--- config.mk ---
export PLATFORM = sky130hd
export DESIGN_NAME = pointer_position_tracker
export DESIGN_NICKNAME = d
export VERILOG_FILES = /design/src/rtl/ppt_pkg.sv /design/src/rtl/ppt_front.sv /design/src/rtl/ppt_queue.sv /design/src/rtl/ppt_back.sv /design/src/rtl/pointer_position_tracker.sv
export SDC_FILE = /design/constraint.sdc
export NUM_CORES = 1
export LEC_CHECK = 0
export BUFFER_PORTS_ARGS = -buffer_cell sky130_fd_sc_hd__buf_2
export CORE_MARGIN = 2
export CORE_UTILIZATION = 35
export DETAILED_ROUTE_END_ITERATION = 7
export SLEW_MARGIN = 20
export SYNTH_ARGS = -nofsm -noshare
export SYNTH_HDL_FRONTEND = slang
export SYNTH_HIERARCHICAL = 1
export SYNTH_SLANG_ARGS = --single-unit
--- constraint.sdc ---
create_clock -name clk -period 7.1 [get_ports clk]
set_clock_uncertainty 0.2 [all_clocks]
set_input_delay 0.355 -clock clk [delete_from_list [all_inputs] [get_ports clk]]
set_output_delay 0.355 -clock clk [all_outputs]
set_load 0.01 [all_outputs]
--- src/rtl/ppt_pkg.sv ---
// Shared types and constants for the pointer position tracker.
// Used by the front, queue, back and top-level modules; no dependencies.

package ppt_pkg;

  // Default fixed-point format of the cursor accumulators.
  localparam int POS_INT_BITS_DEF = 12;
  localparam int FRAC_BITS_DEF    = 8;

  // Fraction bits carried by the speed register (Q4.8).
  localparam int SPEED_FRAC = 8;

  // Widths fixed by the channel fields.
  localparam int DELTA_W   = 9;
  localparam int CFG_W     = 12;
  localparam int CFG_IDX_W = 2;
  localparam int POS_OUT_W = 20;
  localparam int BTN_N     = 3;
  localparam int BTN_IDX_W = 2;
  localparam int S_DATA_W  = 24;
  localparam int M_DATA_W  = 48;

  // Depth of the queue between front and back.
  localparam int QUEUE_DEPTH = 4;

  // Configuration register indexes.
  localparam logic [CFG_IDX_W-1:0] REG_MAX_ROW = 2'd0;
  localparam logic [CFG_IDX_W-1:0] REG_MAX_COL = 2'd1;
  localparam logic [CFG_IDX_W-1:0] REG_SPEED   = 2'd2;
  localparam logic [CFG_IDX_W-1:0] REG_ENABLED = 2'd3;

  // Register values after reset.
  localparam logic [CFG_W-1:0] MAX_ROW_RST = 12'd24;
  localparam logic [CFG_W-1:0] MAX_COL_RST = 12'd79;
  localparam logic [CFG_W-1:0] SPEED_RST   = 12'd256;
  localparam logic             ENABLED_RST = 1'b1;

  // Result kinds.
  localparam logic KIND_MOVE   = 1'b0;
  localparam logic KIND_BUTTON = 1'b1;

  // Button codes.
  localparam logic [BTN_IDX_W-1:0] BTN_LEFT   = 2'd0;
  localparam logic [BTN_IDX_W-1:0] BTN_MIDDLE = 2'd1;
  localparam logic [BTN_IDX_W-1:0] BTN_RIGHT  = 2'd2;

  // One classified report, as handed from front to back.
  typedef struct packed {
    logic [POS_OUT_W-1:0] row;
    logic [POS_OUT_W-1:0] col;
    logic [BTN_N-1:0]     changed;
    logic [BTN_N-1:0]     now;
  } report_t;

  // Handshake between a producer and a consumer of reports.
  typedef struct packed {
    logic valid;
    logic ready;
  } link_t;

endpackage

--- src/rtl/ppt_front.sv ---
// Front end of the pointer position tracker: accepts reports, scales the
// motion, updates the clamped cursor accumulators and pushes classified reports.
// Depends on ppt_pkg.

module ppt_front #(
  parameter int POS_INT_BITS = ppt_pkg::POS_INT_BITS_DEF,
  parameter int FRAC_BITS    = ppt_pkg::FRAC_BITS_DEF
) (
  input  logic                          clk,
  input  logic                          rst,
  input  logic                          s_tvalid,
  output logic                          s_tready,
  input  logic [ppt_pkg::S_DATA_W-1:0]  s_tdata,
  input  logic [ppt_pkg::CFG_W-1:0]     max_row,
  input  logic [ppt_pkg::CFG_W-1:0]     max_col,
  input  logic [ppt_pkg::CFG_W-1:0]     speed,
  input  logic                          enabled,
  output logic                          push_valid,
  input  logic                          push_ready,
  output ppt_pkg::report_t              push_entry
);

  localparam int POS_W = POS_INT_BITS + FRAC_BITS;
  localparam int PW    = ppt_pkg::DELTA_W + ppt_pkg::CFG_W + 1;
  localparam int SHL   = (FRAC_BITS >= ppt_pkg::SPEED_FRAC) ?
                         FRAC_BITS - ppt_pkg::SPEED_FRAC : 0;
  localparam int SHR   = (FRAC_BITS < ppt_pkg::SPEED_FRAC) ?
                         ppt_pkg::SPEED_FRAC - FRAC_BITS : 0;
  localparam int DW    = PW + SHL;
  localparam int SW    = ((POS_W > DW) ? POS_W : DW) + 2;

  // Stage 1: products and button levels.
  logic                          s1_valid;
  logic signed [PW-1:0]          prod_x;
  logic signed [PW-1:0]          prod_y;
  logic [ppt_pkg::BTN_N-1:0]     s1_btn;
  logic                          s1_adv;

  // Stage 2: accumulators and button memory.
  logic [POS_W-1:0]              row_acc;
  logic [POS_W-1:0]              col_acc;
  logic [ppt_pkg::BTN_N-1:0]     prev_buttons;
  logic [POS_W-1:0]              row_acc_next;
  logic [POS_W-1:0]              col_acc_next;

  logic signed [ppt_pkg::DELTA_W-1:0] dx_in;
  logic signed [ppt_pkg::DELTA_W-1:0] dy_in;
  logic signed [ppt_pkg::CFG_W:0]     speed_s;

  logic signed [DW-1:0]          dx_scaled;
  logic signed [DW-1:0]          dy_scaled;
  logic signed [SW-1:0]          row_sum;
  logic signed [SW-1:0]          col_sum;
  logic [SW-1:0]                 full_lim;
  logic [SW-1:0]                 row_lim_raw;
  logic [SW-1:0]                 col_lim_raw;
  logic signed [SW-1:0]          row_lim;
  logic signed [SW-1:0]          col_lim;
  logic [POS_W+ppt_pkg::POS_OUT_W-1:0] row_ext;
  logic [POS_W+ppt_pkg::POS_OUT_W-1:0] col_ext;

  assign dx_in   = s_tdata[8:0];
  assign dy_in   = s_tdata[17:9];
  assign speed_s = $signed({1'b0, speed});

  assign s1_adv     = s1_valid && (push_ready || !enabled);
  assign s_tready   = !s1_valid || s1_adv;
  assign push_valid = s1_valid && enabled;

  always_ff @(posedge clk) begin
    if (rst) begin
      s1_valid <= 1'b0;
    end else if (s_tvalid && s_tready) begin
      s1_valid <= 1'b1;
    end else if (s1_adv) begin
      s1_valid <= 1'b0;
    end
  end

  always_ff @(posedge clk) begin
    if (s_tvalid && s_tready) begin
      prod_x <= PW'(dx_in) * PW'(speed_s);
      prod_y <= PW'(dy_in) * PW'(speed_s);
      s1_btn <= s_tdata[20:18];
    end
  end

  // Rescale to the accumulator format; the right shift floors negative values.
  always_comb begin
    dx_scaled = (DW'(prod_x) <<< SHL) >>> SHR;
    dy_scaled = (DW'(prod_y) <<< SHL) >>> SHR;
  end

  always_comb begin
    full_lim    = SW'({POS_W{1'b1}});
    row_lim_raw = SW'(max_row) << FRAC_BITS;
    col_lim_raw = SW'(max_col) << FRAC_BITS;
    row_lim     = $signed((row_lim_raw > full_lim) ? full_lim : row_lim_raw);
    col_lim     = $signed((col_lim_raw > full_lim) ? full_lim : col_lim_raw);

    row_sum = $signed(SW'(row_acc)) - SW'(dy_scaled);
    col_sum = $signed(SW'(col_acc)) + SW'(dx_scaled);

    if (row_sum < 0) begin
      row_acc_next = '0;
    end else if (row_sum > row_lim) begin
      row_acc_next = row_lim[POS_W-1:0];
    end else begin
      row_acc_next = row_sum[POS_W-1:0];
    end

    if (col_sum < 0) begin
      col_acc_next = '0;
    end else if (col_sum > col_lim) begin
      col_acc_next = col_lim[POS_W-1:0];
    end else begin
      col_acc_next = col_sum[POS_W-1:0];
    end
  end

  always_ff @(posedge clk) begin
    if (rst) begin
      row_acc      <= '0;
      col_acc      <= '0;
      prev_buttons <= '0;
    end else if (s1_adv) begin
      row_acc      <= row_acc_next;
      col_acc      <= col_acc_next;
      prev_buttons <= s1_btn;
    end
  end

  // The result fields carry the low 20 bits of the position.
  always_comb begin
    row_ext = (POS_W + ppt_pkg::POS_OUT_W)'(row_acc_next);
    col_ext = (POS_W + ppt_pkg::POS_OUT_W)'(col_acc_next);
    push_entry.row     = row_ext[ppt_pkg::POS_OUT_W-1:0];
    push_entry.col     = col_ext[ppt_pkg::POS_OUT_W-1:0];
    push_entry.changed = s1_btn ^ prev_buttons;
    push_entry.now     = s1_btn;
  end

endmodule

--- src/rtl/ppt_queue.sv ---
// Short report queue between the front and back of the pointer tracker.
// Register-based FIFO of ppt_pkg::report_t entries; depends on ppt_pkg.

module ppt_queue (
  input  logic             clk,
  input  logic             rst,
  input  logic             push_valid,
  output logic             push_ready,
  input  ppt_pkg::report_t push_entry,
  output logic             pop_valid,
  input  logic             pop_ready,
  output ppt_pkg::report_t pop_entry
);

  localparam int DEPTH = ppt_pkg::QUEUE_DEPTH;
  localparam int AW    = (DEPTH > 1) ? $clog2(DEPTH) : 1;
  localparam int CW    = $clog2(DEPTH + 1);

  ppt_pkg::report_t  slots [DEPTH];
  logic [AW-1:0]     wr_ptr;
  logic [AW-1:0]     rd_ptr;
  logic [CW-1:0]     count;
  ppt_pkg::link_t    wr;
  ppt_pkg::link_t    rd;

  assign push_ready = (count != CW'(DEPTH));
  assign pop_valid  = (count != '0);
  assign pop_entry  = slots[rd_ptr];

  assign wr.valid = push_valid;
  assign wr.ready = push_ready;
  assign rd.valid = pop_valid;
  assign rd.ready = pop_ready;

  always_ff @(posedge clk) begin
    if (rst) begin
      wr_ptr <= '0;
      rd_ptr <= '0;
      count  <= '0;
    end else begin
      if (wr.valid && wr.ready) begin
        wr_ptr <= (wr_ptr == AW'(DEPTH - 1)) ? '0 : wr_ptr + 1'b1;
      end
      if (rd.valid && rd.ready) begin
        rd_ptr <= (rd_ptr == AW'(DEPTH - 1)) ? '0 : rd_ptr + 1'b1;
      end
      if ((wr.valid && wr.ready) && !(rd.valid && rd.ready)) begin
        count <= count + 1'b1;
      end else if (!(wr.valid && wr.ready) && (rd.valid && rd.ready)) begin
        count <= count - 1'b1;
      end
    end
  end

  always_ff @(posedge clk) begin
    if (wr.valid && wr.ready) begin
      slots[wr_ptr] <= push_entry;
    end
  end

endmodule

--- src/rtl/ppt_back.sv ---
// Back end of the pointer tracker: expands each queued report into a move
// result and one result per changed button, into an output register.
// Depends on ppt_pkg.

module ppt_back (
  input  logic                          clk,
  input  logic                          rst,
  input  logic                          pop_valid,
  output logic                          pop_ready,
  input  ppt_pkg::report_t              pop_entry,
  output logic                          m_tvalid,
  input  logic                          m_tready,
  output logic [ppt_pkg::M_DATA_W-1:0]  m_tdata,
  output logic                          m_tuser,
  output logic                          m_tlast
);

  ppt_pkg::report_t              cur;
  logic                          cur_valid;
  logic                          move_sent;
  logic [ppt_pkg::BTN_N-1:0]     pending;

  logic                          out_free;
  logic                          advance;
  logic                          res_kind;
  logic [ppt_pkg::BTN_IDX_W-1:0] res_btn;
  logic                          res_pressed;
  logic                          res_last;
  logic [ppt_pkg::BTN_N-1:0]     pick;
  logic [ppt_pkg::BTN_N-1:0]     pending_next;

  assign out_free  = !m_tvalid || m_tready;
  assign advance   = cur_valid && out_free;
  assign pop_ready = !cur_valid || (advance && res_last);

  // Next result of the current report: the move first, then the lowest
  // changed button that is still pending.
  always_comb begin
    pick = '0;
    if (pending[0]) begin
      pick    = 3'b001;
      res_btn = ppt_pkg::BTN_LEFT;
    end else if (pending[1]) begin
      pick    = 3'b010;
      res_btn = ppt_pkg::BTN_MIDDLE;
    end else begin
      pick    = 3'b100;
      res_btn = ppt_pkg::BTN_RIGHT;
    end

    if (!move_sent) begin
      res_kind     = ppt_pkg::KIND_MOVE;
      res_btn      = ppt_pkg::BTN_LEFT;
      res_pressed  = 1'b0;
      pending_next = pending;
      res_last     = (pending == '0);
    end else begin
      res_kind     = ppt_pkg::KIND_BUTTON;
      res_pressed  = |(cur.now & pick);
      pending_next = pending & ~pick;
      res_last     = (pending_next == '0);
    end
  end

  always_ff @(posedge clk) begin
    if (rst) begin
      cur_valid <= 1'b0;
      move_sent <= 1'b0;
      pending   <= '0;
    end else if (pop_valid && pop_ready) begin
      cur_valid <= 1'b1;
      move_sent <= 1'b0;
      pending   <= pop_entry.changed;
    end else if (advance) begin
      cur_valid <= !res_last;
      move_sent <= 1'b1;
      pending   <= pending_next;
    end
  end

  always_ff @(posedge clk) begin
    if (pop_valid && pop_ready) begin
      cur <= pop_entry;
    end
  end

  always_ff @(posedge clk) begin
    if (rst) begin
      m_tvalid <= 1'b0;
    end else if (out_free) begin
      m_tvalid <= cur_valid;
    end
  end

  always_ff @(posedge clk) begin
    if (advance) begin
      m_tdata <= {5'b0, res_pressed, res_btn, cur.col, cur.row};
      m_tuser <= res_kind;
      m_tlast <= res_last;
    end
  end

endmodule

--- src/rtl/pointer_position_tracker.sv ---
// Top level of the pointer position tracker: configuration registers, front
// end, report queue and back end. Depends on ppt_pkg, ppt_front, ppt_queue
// and ppt_back.
//
// Usage: each mouse report enters on the s_ stream (dx, dy, three button
// levels). The cursor row and column live in unsigned fixed point and are
// moved by dx and -dy times speed, clamped to zero and the configured maxima.
// While enabled, each report yields a move result on the m_ stream (tuser 0)
// and then one button result (tuser 1) per changed button, left to right;
// tlast marks the final result of the report. Disabled reports still move the
// cursor and update the button memory but produce nothing.
// Path: the first result of a report passes the multiply register, a queue
// slot, the back end's report register and the output register. Throughput:
// one report per cycle enters while the queue has room; the output register
// gives one result per cycle while the receiver takes them, so a report with
// k button changes yields 1 + k results (up to four). The front end holds a
// multiply stage and an accumulator stage.
// When the receiver stalls, results wait in the output register and reports
// wait in the four-entry queue; once it fills, s_tready drops.
// Reset clears the cursor to the origin, releases all buttons, empties the
// queue and loads the register defaults (max row 24, max col 79, speed 1.0,
// enabled).

module pointer_position_tracker #(
  parameter int POS_INT_BITS = ppt_pkg::POS_INT_BITS_DEF,
  parameter int FRAC_BITS    = ppt_pkg::FRAC_BITS_DEF
) (
  input  logic                           clk,
  input  logic                           rst,
  input  logic                           s_tvalid,
  output logic                           s_tready,
  // dx[8:0], dy[17:9], left_down[18], middle_down[19], right_down[20], zeros
  input  logic [ppt_pkg::S_DATA_W-1:0]   s_tdata,
  output logic                           m_tvalid,
  input  logic                           m_tready,
  // row_pos[19:0], col_pos[39:20], button[41:40], pressed[42], zeros
  output logic [ppt_pkg::M_DATA_W-1:0]   m_tdata,
  // kind[0]
  output logic                           m_tuser,
  output logic                           m_tlast,
  input  logic                           cfg_we,
  input  logic [ppt_pkg::CFG_IDX_W-1:0]  cfg_index,
  input  logic [ppt_pkg::CFG_W-1:0]      cfg_data
);

  logic [ppt_pkg::CFG_W-1:0] max_row;
  logic [ppt_pkg::CFG_W-1:0] max_col;
  logic [ppt_pkg::CFG_W-1:0] speed;
  logic                      enabled;

  logic             push_valid;
  logic             push_ready;
  ppt_pkg::report_t push_entry;
  logic             pop_valid;
  logic             pop_ready;
  ppt_pkg::report_t pop_entry;

  always_ff @(posedge clk) begin
    if (rst) begin
      max_row <= ppt_pkg::MAX_ROW_RST;
      max_col <= ppt_pkg::MAX_COL_RST;
      speed   <= ppt_pkg::SPEED_RST;
      enabled <= ppt_pkg::ENABLED_RST;
    end else if (cfg_we) begin
      case (cfg_index)
        ppt_pkg::REG_MAX_ROW: max_row <= cfg_data;
        ppt_pkg::REG_MAX_COL: max_col <= cfg_data;
        ppt_pkg::REG_SPEED:   speed   <= cfg_data;
        ppt_pkg::REG_ENABLED: enabled <= cfg_data[0];
        default: ;
      endcase
    end
  end

  ppt_front #(
    .POS_INT_BITS (POS_INT_BITS),
    .FRAC_BITS    (FRAC_BITS)
  ) u_front (
    .clk        (clk),
    .rst        (rst),
    .s_tvalid   (s_tvalid),
    .s_tready   (s_tready),
    .s_tdata    (s_tdata),
    .max_row    (max_row),
    .max_col    (max_col),
    .speed      (speed),
    .enabled    (enabled),
    .push_valid (push_valid),
    .push_ready (push_ready),
    .push_entry (push_entry)
  );

  ppt_queue u_queue (
    .clk        (clk),
    .rst        (rst),
    .push_valid (push_valid),
    .push_ready (push_ready),
    .push_entry (push_entry),
    .pop_valid  (pop_valid),
    .pop_ready  (pop_ready),
    .pop_entry  (pop_entry)
  );

  ppt_back u_back (
    .clk       (clk),
    .rst       (rst),
    .pop_valid (pop_valid),
    .pop_ready (pop_ready),
    .pop_entry (pop_entry),
    .m_tvalid  (m_tvalid),
    .m_tready  (m_tready),
    .m_tdata   (m_tdata),
    .m_tuser   (m_tuser),
    .m_tlast   (m_tlast)
  );

  // Reset leaves no result pending.
  a_reset_idle: assert property (@(posedge clk) rst |=> !m_tvalid)
    else $error("result valid after reset");

  // A move result carries no button and no pressed level.
  a_move_fields: assert property (@(posedge clk) disable iff (rst)
    (m_tvalid && (m_tuser == ppt_pkg::KIND_MOVE)) |-> (m_tdata[42:40] == 3'b000))
    else $error("move result with button fields set");

  // Button results name only left, middle or right.
  a_button_code: assert property (@(posedge clk) disable iff (rst)
    (m_tvalid && (m_tuser == ppt_pkg::KIND_BUTTON)) |-> (m_tdata[41:40] != 2'd3))
    else $error("button result with unknown button code");

  // A report's results come back to back, and only button results follow a
  // result that is not the last.
  a_report_burst: assert property (@(posedge clk) disable iff (rst)
    (m_tvalid && m_tready && !m_tlast) |=>
    (m_tvalid && (m_tuser == ppt_pkg::KIND_BUTTON)))
    else $error("report results interrupted");

endmodule
======== Word level (Yosys, flattened, before mapping) ========
Memory sizes are Yosys's and may differ from the RTL's. A register that Yosys moved wholly into a read port is not among the register bits.
Cells that the tools add are included.
cells by class
  muxes and demuxes ....................... 26
  order comparisons ....................... 6
  reduce and logical (&&, ||, !) cells .... 36
  add/subtract/negate cells ............... 6
  bitwise gates (word level) .............. 5
  multipliers ............................. 2
  eq/ne operators ......................... 6
operator list
  operator                                                                count
  20-bit 2-to-1 mux                                                       6
  23-bit by 21-bit greater-than comparator with 1-bit output              2
  23-bit by 1-bit < comparator with 1-bit output (second input constant)  2
  9-bit by 13-bit multiplier with 22-bit output                           2
  20-bit greater-than comparator (second input constant)                  2
  21-bit by 22-bit adder with 23-bit output                               1
  21-bit by 22-bit subtractor with 23-bit output                          1
  3-bit 2-to-1 mux                                                        7
  2-bit 2-to-1 mux                                                        5
  2-bit AND reduction                                                     5
  1-bit logical AND                                                       9
  2-bit == test (second input constant)                                   4
  1-bit 2-to-1 mux                                                        8
  2-bit nonzero test                                                      4
  1-bit logical NOT                                                       7
  3-bit bitwise AND                                                       2
  3-bit logical NOT                                                       2
  2-bit by 1-bit adder with 2-bit output (second input constant)          2
  1-bit logical OR                                                        4
  2-bit OR reduction                                                      2
  3-bit by 1-bit adder with 3-bit output (second input constant)          1
  3-bit != test (second input constant)                                   1
  3-bit NOT                                                               1
  3-bit nonzero test                                                      1
  6 further kinds                                                         6
storage, ports and cells
  RAM bits ................................ 184
  bits in registers ....................... 229
  bits of input ports ..................... 43
  memories kept ........................... 1
  output and inout bits ................... 52
memories
  memory         words  bits a word  read ports  clocked after memory_dff  write ports  RTL line         RTL
  u_queue.slots  4      46           1           1                         1            ppt_queue.sv:19  ppt_pkg::report_t slots [DEPTH];

======== Longest topological paths before layout ========
Gate-level depths: netlist (run 1).
  depth after elaboration ................. 12
  mapped depth ............................ 25
  depth with buffers taken out ............ 22

======== Hierarchy ========
Netlist (run 1), hierarchy kept.
by module, submodules not included
  module                    area an instance (um^2)  cells each  sequential area each (um^2)  times used
  ppt_front                 13,396.6                 1,490       2,292.2                      1
  ppt_queue                 7,104.3                  288         5,705.5                      1
  ppt_back                  3,054.2                  138         2,762.6                      1
  pointer_position_tracker  1,534.0                  146         740.7                        1

======== Worst setup path before layout (run 1) ========
No wires, ideal clock.
  path kind ............................... register to register
  start ................................... reg speed[7] (netlist bit)
  end ..................................... reg u_front.prod_y[20] (netlist: u_front/dy_scaled[20]), data pin
  library setup time ...................... 0.258 ns
  required time ........................... 6.642 ns
  cell stages (with the launch flop) ...... 20
  clock period less this slack ............ 5.615 ns
  setup slack ............................. 1.485 ns
  arrival ................................. 5.157 ns
  cell sequence ........................... dfxtp_1 > clkbuf_1 > nand2_1 > fa_1 > inv_1 > fa_1 > inv_1 > fa_1 > inv_1 > fa_1 > fa_1 > ha_1 > nor2b_1 > o21a_1 > o22a_1 > a41o_1 > o41a_1 > a211o_1 > a21oi_1 > xnor2_1
between the ends
  word-level cells in the longest chain between the ends .. 1
ends and longest elaborated chain
  what                                           RTL line                        RTL
  start: declaration                             pointer_position_tracker.sv:48  logic [ppt_pkg::CFG_W-1:0] speed;
  start signal: assignment                       pointer_position_tracker.sv:62  speed <= ppt_pkg::SPEED_RST;
  start signal: assignment                       pointer_position_tracker.sv:68  ppt_pkg::REG_SPEED: speed <= cfg_data;
  9-bit by 13-bit multiplier with 22-bit output  ppt_front.sv:83                 prod_y <= PW'(dy_in) * PW'(speed_s);
  end signal: assignment                         ppt_front.sv:83
  end: declaration                               ppt_front.sv:35                 logic signed [PW-1:0] prod_y;
Every way passes these cells.
A chain may end at the register's enable or synchronous reset.

======== Worst setup path after layout (run 1) ========
  start ................................... reg speed[8] (netlist bit)
  end ..................................... reg u_front.prod_x[21] (netlist: u_front/dx_scaled[21]), data pin
between the ends
  word-level cells in the longest chain between the ends .. 1
ends and longest elaborated chain
  what                                           RTL line         RTL
  9-bit by 13-bit multiplier with 22-bit output  ppt_front.sv:82  prod_x <= PW'(dx_in) * PW'(speed_s);
  end signal: assignment                         ppt_front.sv:82
  end: declaration                               ppt_front.sv:34  logic signed [PW-1:0] prod_x;
Every way passes these cells.

==> results.cfg, run 1 <==
[critical_path]
reg2reg_from = speed[8]
crit_path_start_kind = flop
slowest_stage = dfxtp_1
crit_family = adder cells
crit_path_end_kind = flop
path_depth = 17
critPathBufInv = 1
worstPathMaxFanout = 19
path_class = reg -> reg
path_cells = nand2_1 > fa_1 > inv_1 > fa_1 > fa_1 > fa_1 > fa_1 > ha_1 > a21oi_1 > nor2b_1 > o21ai_0 > a31oi_1 > a211oi_1 > nor2_1 > a41oi_1 > mux2i_1 > o311ai_0
crit_start = speed[8]
critPathMaxStageDelay_ns = 0.82
crit_required_ns = 7.21
cp.arrival_ns = 6.27
timing.rr.end = u_front/dx_scaled[21]
ff2ff_path_depth = 17
crit_top_cell = fa_1
crit_path_end = u_front/dx_scaled[21]
ff2ff_setup_slack_ns = 0.94

[route]
firstDrtPassIters = 5
drt_iter0_drc = 891
wl_um = 53150
via_per_inst = 4.983
post_drt_wl_per_cell_um = 16.94
ant_nets = 0
drcViolationCount = 0
vias = 15640

[power_and_ir_drop]
power_mw = 8.424
power_density_nw_per_um2 = 298.7
p_leak_nw = 11.72
ir_drop_uv = 241.6

[grt]
grt_use_met3_pct = 2.211
globalRouteMet1Util_pct = 20.89
grt.busiest_layer = met2
grt.total_usage_pct = 14.53
grt_pass1_vias = 15870
grtUsageMet2_pct = 22.60
grt_pass1_wl_um = 85970
grt_antenna_before_repair = 0
grt_max_degree = 85
grt_overflow_total = 0

[job]
maxCapViolations = 0

[timing]
hold_violations = 0
worst_pin_slew_ns = 0.9710
tns_ns = 0
rsz0062_at_grt = no
slew_violations = 0
min_period_ns = 6.160
period_share_pct = 86.76
max_freq_mhz = 162.3
setup_viol_count_final = 0
slew_headroom_pct = 35.27

[yosys]
netlist_area_sq_um = 25090
ys_warn_count = 6
yosysSeqAreaShare_pct = 45.84
syn_inst = 2062
synth_ff_type = edfxtp_1
synth_top_area_share_pct = 38.18
postSynth.asyncResetShare_pct = 0
synth.distinct_cells = 81
synth_edf_count = 319
synth.area.top_cells = edfxtp_1, fa_1, ha_1
postSynthAreaPerCell_sq_um = 12.17
synth-seq-cells = 415
synth_top_cell_by_area = edfxtp_1

[die]
fp.dieArea_sq_um = 73840
ioPinCount = 95
rows = 98
core_sq_um = 71240
die_height_um = 271.7
start_util_pct = 35.22
floorplan.die.width_um = 271.7

[finish]
insertedDiodeCount = 0
syn_to_final_growth_pct = 12.41
layout-drive-gt1-share_pct = 12.20
layout_common_cells = edfxtp_1, inv_1, ha_1
final_common_cell = edfxtp_1
final_nets = 2531
fill_cells = 6678

[clock_tree]
clockBufferDepth = 3
cts.sinks = 415
cts_resized = 0
clkLatencyLatePin_ns = 0.59
cts_root_buf = clkbuf_16
clk_pin_slew_worst_paths_ns = 0.06
cts_tree = done
cts_max_level = 2
cts_buffers = 47

[placed_design]
gp_congestion = 0.8474
hpwl_um = 37720
port_buffers = 86

[status]
status = finished clean

[worst_hold_path]
hp-class = in -> reg
[flip-flops by register name (all words and copies together) (netlist names), 2 cells and up, named ones only]
signal                count
max_row                  12
u_front/prev_buttons      3
speed                    12
max_col                  12
u_back/pending            3
u_front/dx_scaled        22
u_back/m_tdata           43
u_queue/rd_ptr            2
u_queue/wr_ptr            2
u_front/col_acc          20
u_queue/count             3
u_front/dy_scaled        22
u_back/cur               43
u_front/row_acc          20
u_queue/slots           184
u_front/s1_btn            3
[synth_stat cells (38+ instances only)]
master    instances
nand2b_1         61
mux4_2           46
a21oi_1          70
clkbuf_1         60
mux2i_1          45
edfxtp_1        319
xnor2_1          38
dfxtp_1          96
and2_1          126
nand2_1         147
inv_1           204
ha_1            192
nor2_1          104
fa_1            145
[cells by family (layout without fill, tap and decap cells)]
group           after synthesis  after routing  synth area share [%]
compound gates              257            257                 7.226
xor+xnor                     65             65                 2.269
fa+ha+maj                   337            337                 21.14
buf+inv                     291            413                 4.663
flops                       415            415                 45.84
mux                         101            101                 6.493
other cells                   1              5               0.01495
simple gates                595            595                 12.35
[worst min path at each step]
stage	slack (ns)	end	startpoint	cells after the start
after floorplan	0.20	u_back/m_tdata[0]	u_back/cur[26]	0
after global placement	0.20	u_back/m_tdata[2]	u_back/cur[28]	0
after detailed placement	0.20	u_back/m_tdata[10]	u_back/cur[36]	0
after CTS	0.04	speed[10]	cfg_data[10]	3
after global routing	0.08	speed[9]	cfg_data[9]	3
final	0.08	speed[7]	cfg_data[7]	3
[where the power goes]
group          internal, mW  switching, mW
clock                  1.36           1.01
sequential             3.24          0.254
combinational          1.10           1.46
total                  5.70           2.72
[tightest hold or removal path, delay by kind of cell]
family,cells,cell delay [ns]
buffers and inverters,1,0.08
AND/OR/NAND/NOR,1,0.20
multiplexers,1,0.19
[metal layers]
metal  up-vias  wire length, um
met5         -                0
met4         0             1195
met3        74             3031
met2       376            23430
met1      7803            25500
li1       7384                -
[per-stage QoR]
step | instance area, sq um | utilization, % | setup slack, ns | cells | hold slack, ns
final | 28200 | 39.59 | 0.9402 | 3138 | 0.07992
after global routing | 28200 | 39.59 | 0.4562 | 3138 | 0.07848
after CTS | 28200 | 39.59 | 0.9595 | 3138 | 0.03830
after detailed placement | 26500 | 37.20 | 0.9737 | 3034 | 0.2045
after global placement | 26500 | 37.20 | 0.9876 | 3034 | 0.2039
after floorplan | 25100 | - | 1.485 | 2066 | 0.2003
[timing repair]
item	4_1_cts	5_1_grt
hold buffers	18	0
setup buffers	0	0
endpoints found under the hold margin	30	0
[area by class of cell]
| type | count | area (sq um) | area share, % |
|---|---|---|---|
| Clock buffer | 62 | 1315 | 4.663 |
| Clock inverter | 24 | 207.7 | 0.7365 |
| Inverter | 205 | 769.5 | 2.728 |
| Multi-Input combinational cell | 1360 | 12470 | 44.21 |
| Sequential cell | 415 | 11510 | 40.80 |
| Tap cell | 950 | 1189 | 4.215 |
| Timing Repair Buffer | 122 | 748.2 | 2.653 |
Note: power is estimated with default switching activity, not from simulation.
==> inputs of run 2 (changes only) <==
- CORE_ASPECT_RATIO: default -> 0.5
==> run 2 against run 1 <==
Net effect: combinational power is 3% higher; via count is 2.0% lower; clock-buffer cell count is 7 lower; largest power group unchanged; highest routed layer unchanged.
==> results.cfg, run 2 (synthesis results as in run 1) <==
[status]
status = finished clean

[grt]
grt_pass1_wl_um = 87750
grt.total_usage_pct = 14.86
grt_max_degree = 63
grt_antenna_before_repair = 5
grt_pass1_vias = 15860
grt_overflow_total = 0

[clock_tree]
cts_max_level = 2
post-cts-setup-buffers = 0
cts_tree = done
clockBufferDepth = 3
cts_buffers = 45
cts_root_buf = clkbuf_16
clkLatencyLatePin_ns = 0.57
clk_pin_slew_worst_paths_ns = 0.06
cts.sinks = 415

[power_and_ir_drop]
power_density_nw_per_um2 = 301.6
ir_drop_uv = 158.7
combPwrFrac_pct = 30.8
switching_power_mw = 2.711
intPower_mw = 5.825
swShare_pct = 31.76
clkPwrFrac_pct = 28.4
power_mw = 8.536
power_frac_seq_pct = 40.8
p_leak_nw = 11.76

[timing]
worst_pin_slew_ns = 0.7802
slew_headroom_pct = 47.25
min_period_ns = 6.364
worst_slack_ns = 0.7363
tns_ns = 0
hold_violations = 0
period_share_pct = 89.63
setup_viol_count_final = 0
hold_ws_ns = 0.01630
slew_violations = 0
rsz0062_at_grt = no
max_freq_mhz = 157.1

[placed_design]
gp_congestion = 0.8412
hpwl_um = 38540
dp_slack_ns = 0.6983
port_buffers = 86

[route]
wl_um = 54210
via_per_inst = 4.858
ant_nets = 0
vias = 15320
drcViolationCount = 0
drt_iter0_drc = 831
firstDrtPassIters = 4
post_drt_wl_per_cell_um = 17.19

[finish]
syn_to_final_growth_pct = 12.81
final_nets = 2535
layout_common_cells = edfxtp_1, inv_1, ha_1
largestRegisters = u_queue/slots: 184 flops, u_back/cur: 43 flops, u_back/m_tdata: 43 flops
layout-drive-gt1-share_pct = 12.37
largest_register_ffs = 184
top_register = u_queue/slots
final_common_cell = edfxtp_1

[die]
rows = 69
ioPinCount = 95
start_util_pct = 35.35
fp.dieArea_sq_um = 73970
core_sq_um = 70970
floorplan.die.width_um = 382.6
die_height_um = 193.3

[critical_path]
crit_required_ns = 7.15
ff2ff_path_depth = 19
reg2reg_from = speed[5]
path_class = reg -> reg
slowest_stage = dfxtp_1
crit_path_end_kind = flop
crit_path_end = u_front/dx_scaled[21]
ff2ff_setup_slack_ns = 0.74
crit_top_cell = fa_1
path_cells = nand2_1 > fa_1 > inv_1 > fa_1 > ha_1 > fa_1 > ha_1 > ha_1 > fa_1 > a21o_1 > a21oi_1 > nor2b_1 > o21ai_0 > a31oi_1 > a211oi_1 > nor2_1 > a41oi_1 > mux2i_1 > o311ai_0
worstPathMaxFanout = 19
crit_path_start_kind = flop
critPathMaxStageDelay_ns = 0.82
crit_start = speed[5]
timing.rr.end = u_front/dx_scaled[21]
cp.arrival_ns = 6.41

[job]
maxCapViolations = 0

[worst_hold_path]
hp-class = in -> reg
[run 2: layout make-up]
class	instances	area [sq um]
Fill cell	6679	42660
Timing Repair Buffer	128	810.8
Clock inverter	28	376.6
Clock buffer	55	1164
Antenna cell	5	12.51
Sequential cell	415	11510
Tap cell	958	1199
Inverter	205	769.5
Multi-Input combinational cell	1360	12470
[run 2: power by group through the flow]
stage | registers, mW | clock network [mW] | logic, mW
after floorplan | 3.45 | 0 | 1.93
after global placement | 3.58 | 0 | 2.53
after detailed placement | 3.59 | 0 | 2.56
after CTS | 3.54 | 2.48 | 2.59
after global routing | 3.53 | 2.58 | 2.93
final | 3.48 | 2.42 | 2.63
[run 2: worst min path at each step]
stage,end,start,slack [ns],cells past startpoint
finish,max_row[10],cfg_data[10],0.02,3
detailed placement,u_back/m_tdata[18],u_back/cur[44],0.20,0
global placement,u_back/m_tdata[17],u_back/cur[43],0.20,0
CTS,max_row[10],cfg_data[10],0.02,3
floorplan,u_back/m_tdata[0],u_back/cur[26],0.20,0
global route,max_col[10],cfg_data[10],0.04,3
[run 2: layer usage]
layer	share of wire [%]	routed length [um]	GRT usage, %
met5	0	0	0
met4	1.9	1022	4.039
met3	3.2	1715	1.642
met2	47	25720	24.49
met1	48	25750	20.82
[run 2: timing repair]
item                       CTS  global route
setup endpoints to repair    0             0
hold endpoints to repair    27             0
hold buffers                17             0
resized for setup            0             0
[run 2: critical path, delay by kind of cell, from the launching register on]
kind                     cells  cell delay (ns)
flip-flops                   1             0.82
AND/OR/NAND/NOR              3             0.36
AO/OA/AOI/OAI                7             1.65
adder cells (fa/ha/maj)      7             2.74
multiplexers                 1             0.22
buffers and inverters        1             0.06
[run 2: stage by stage]
step / std cells / util (%) / instance area [sq um]
after floorplan: 2066 / - / 25100
after global placement: 3048 / 37.42 / 26550
after detailed placement: 3048 / 37.42 / 26550
after CTS: 3148 / 39.83 / 28260
after global routing: 3151 / 39.87 / 28300
final: 3154 / 39.88 / 28300
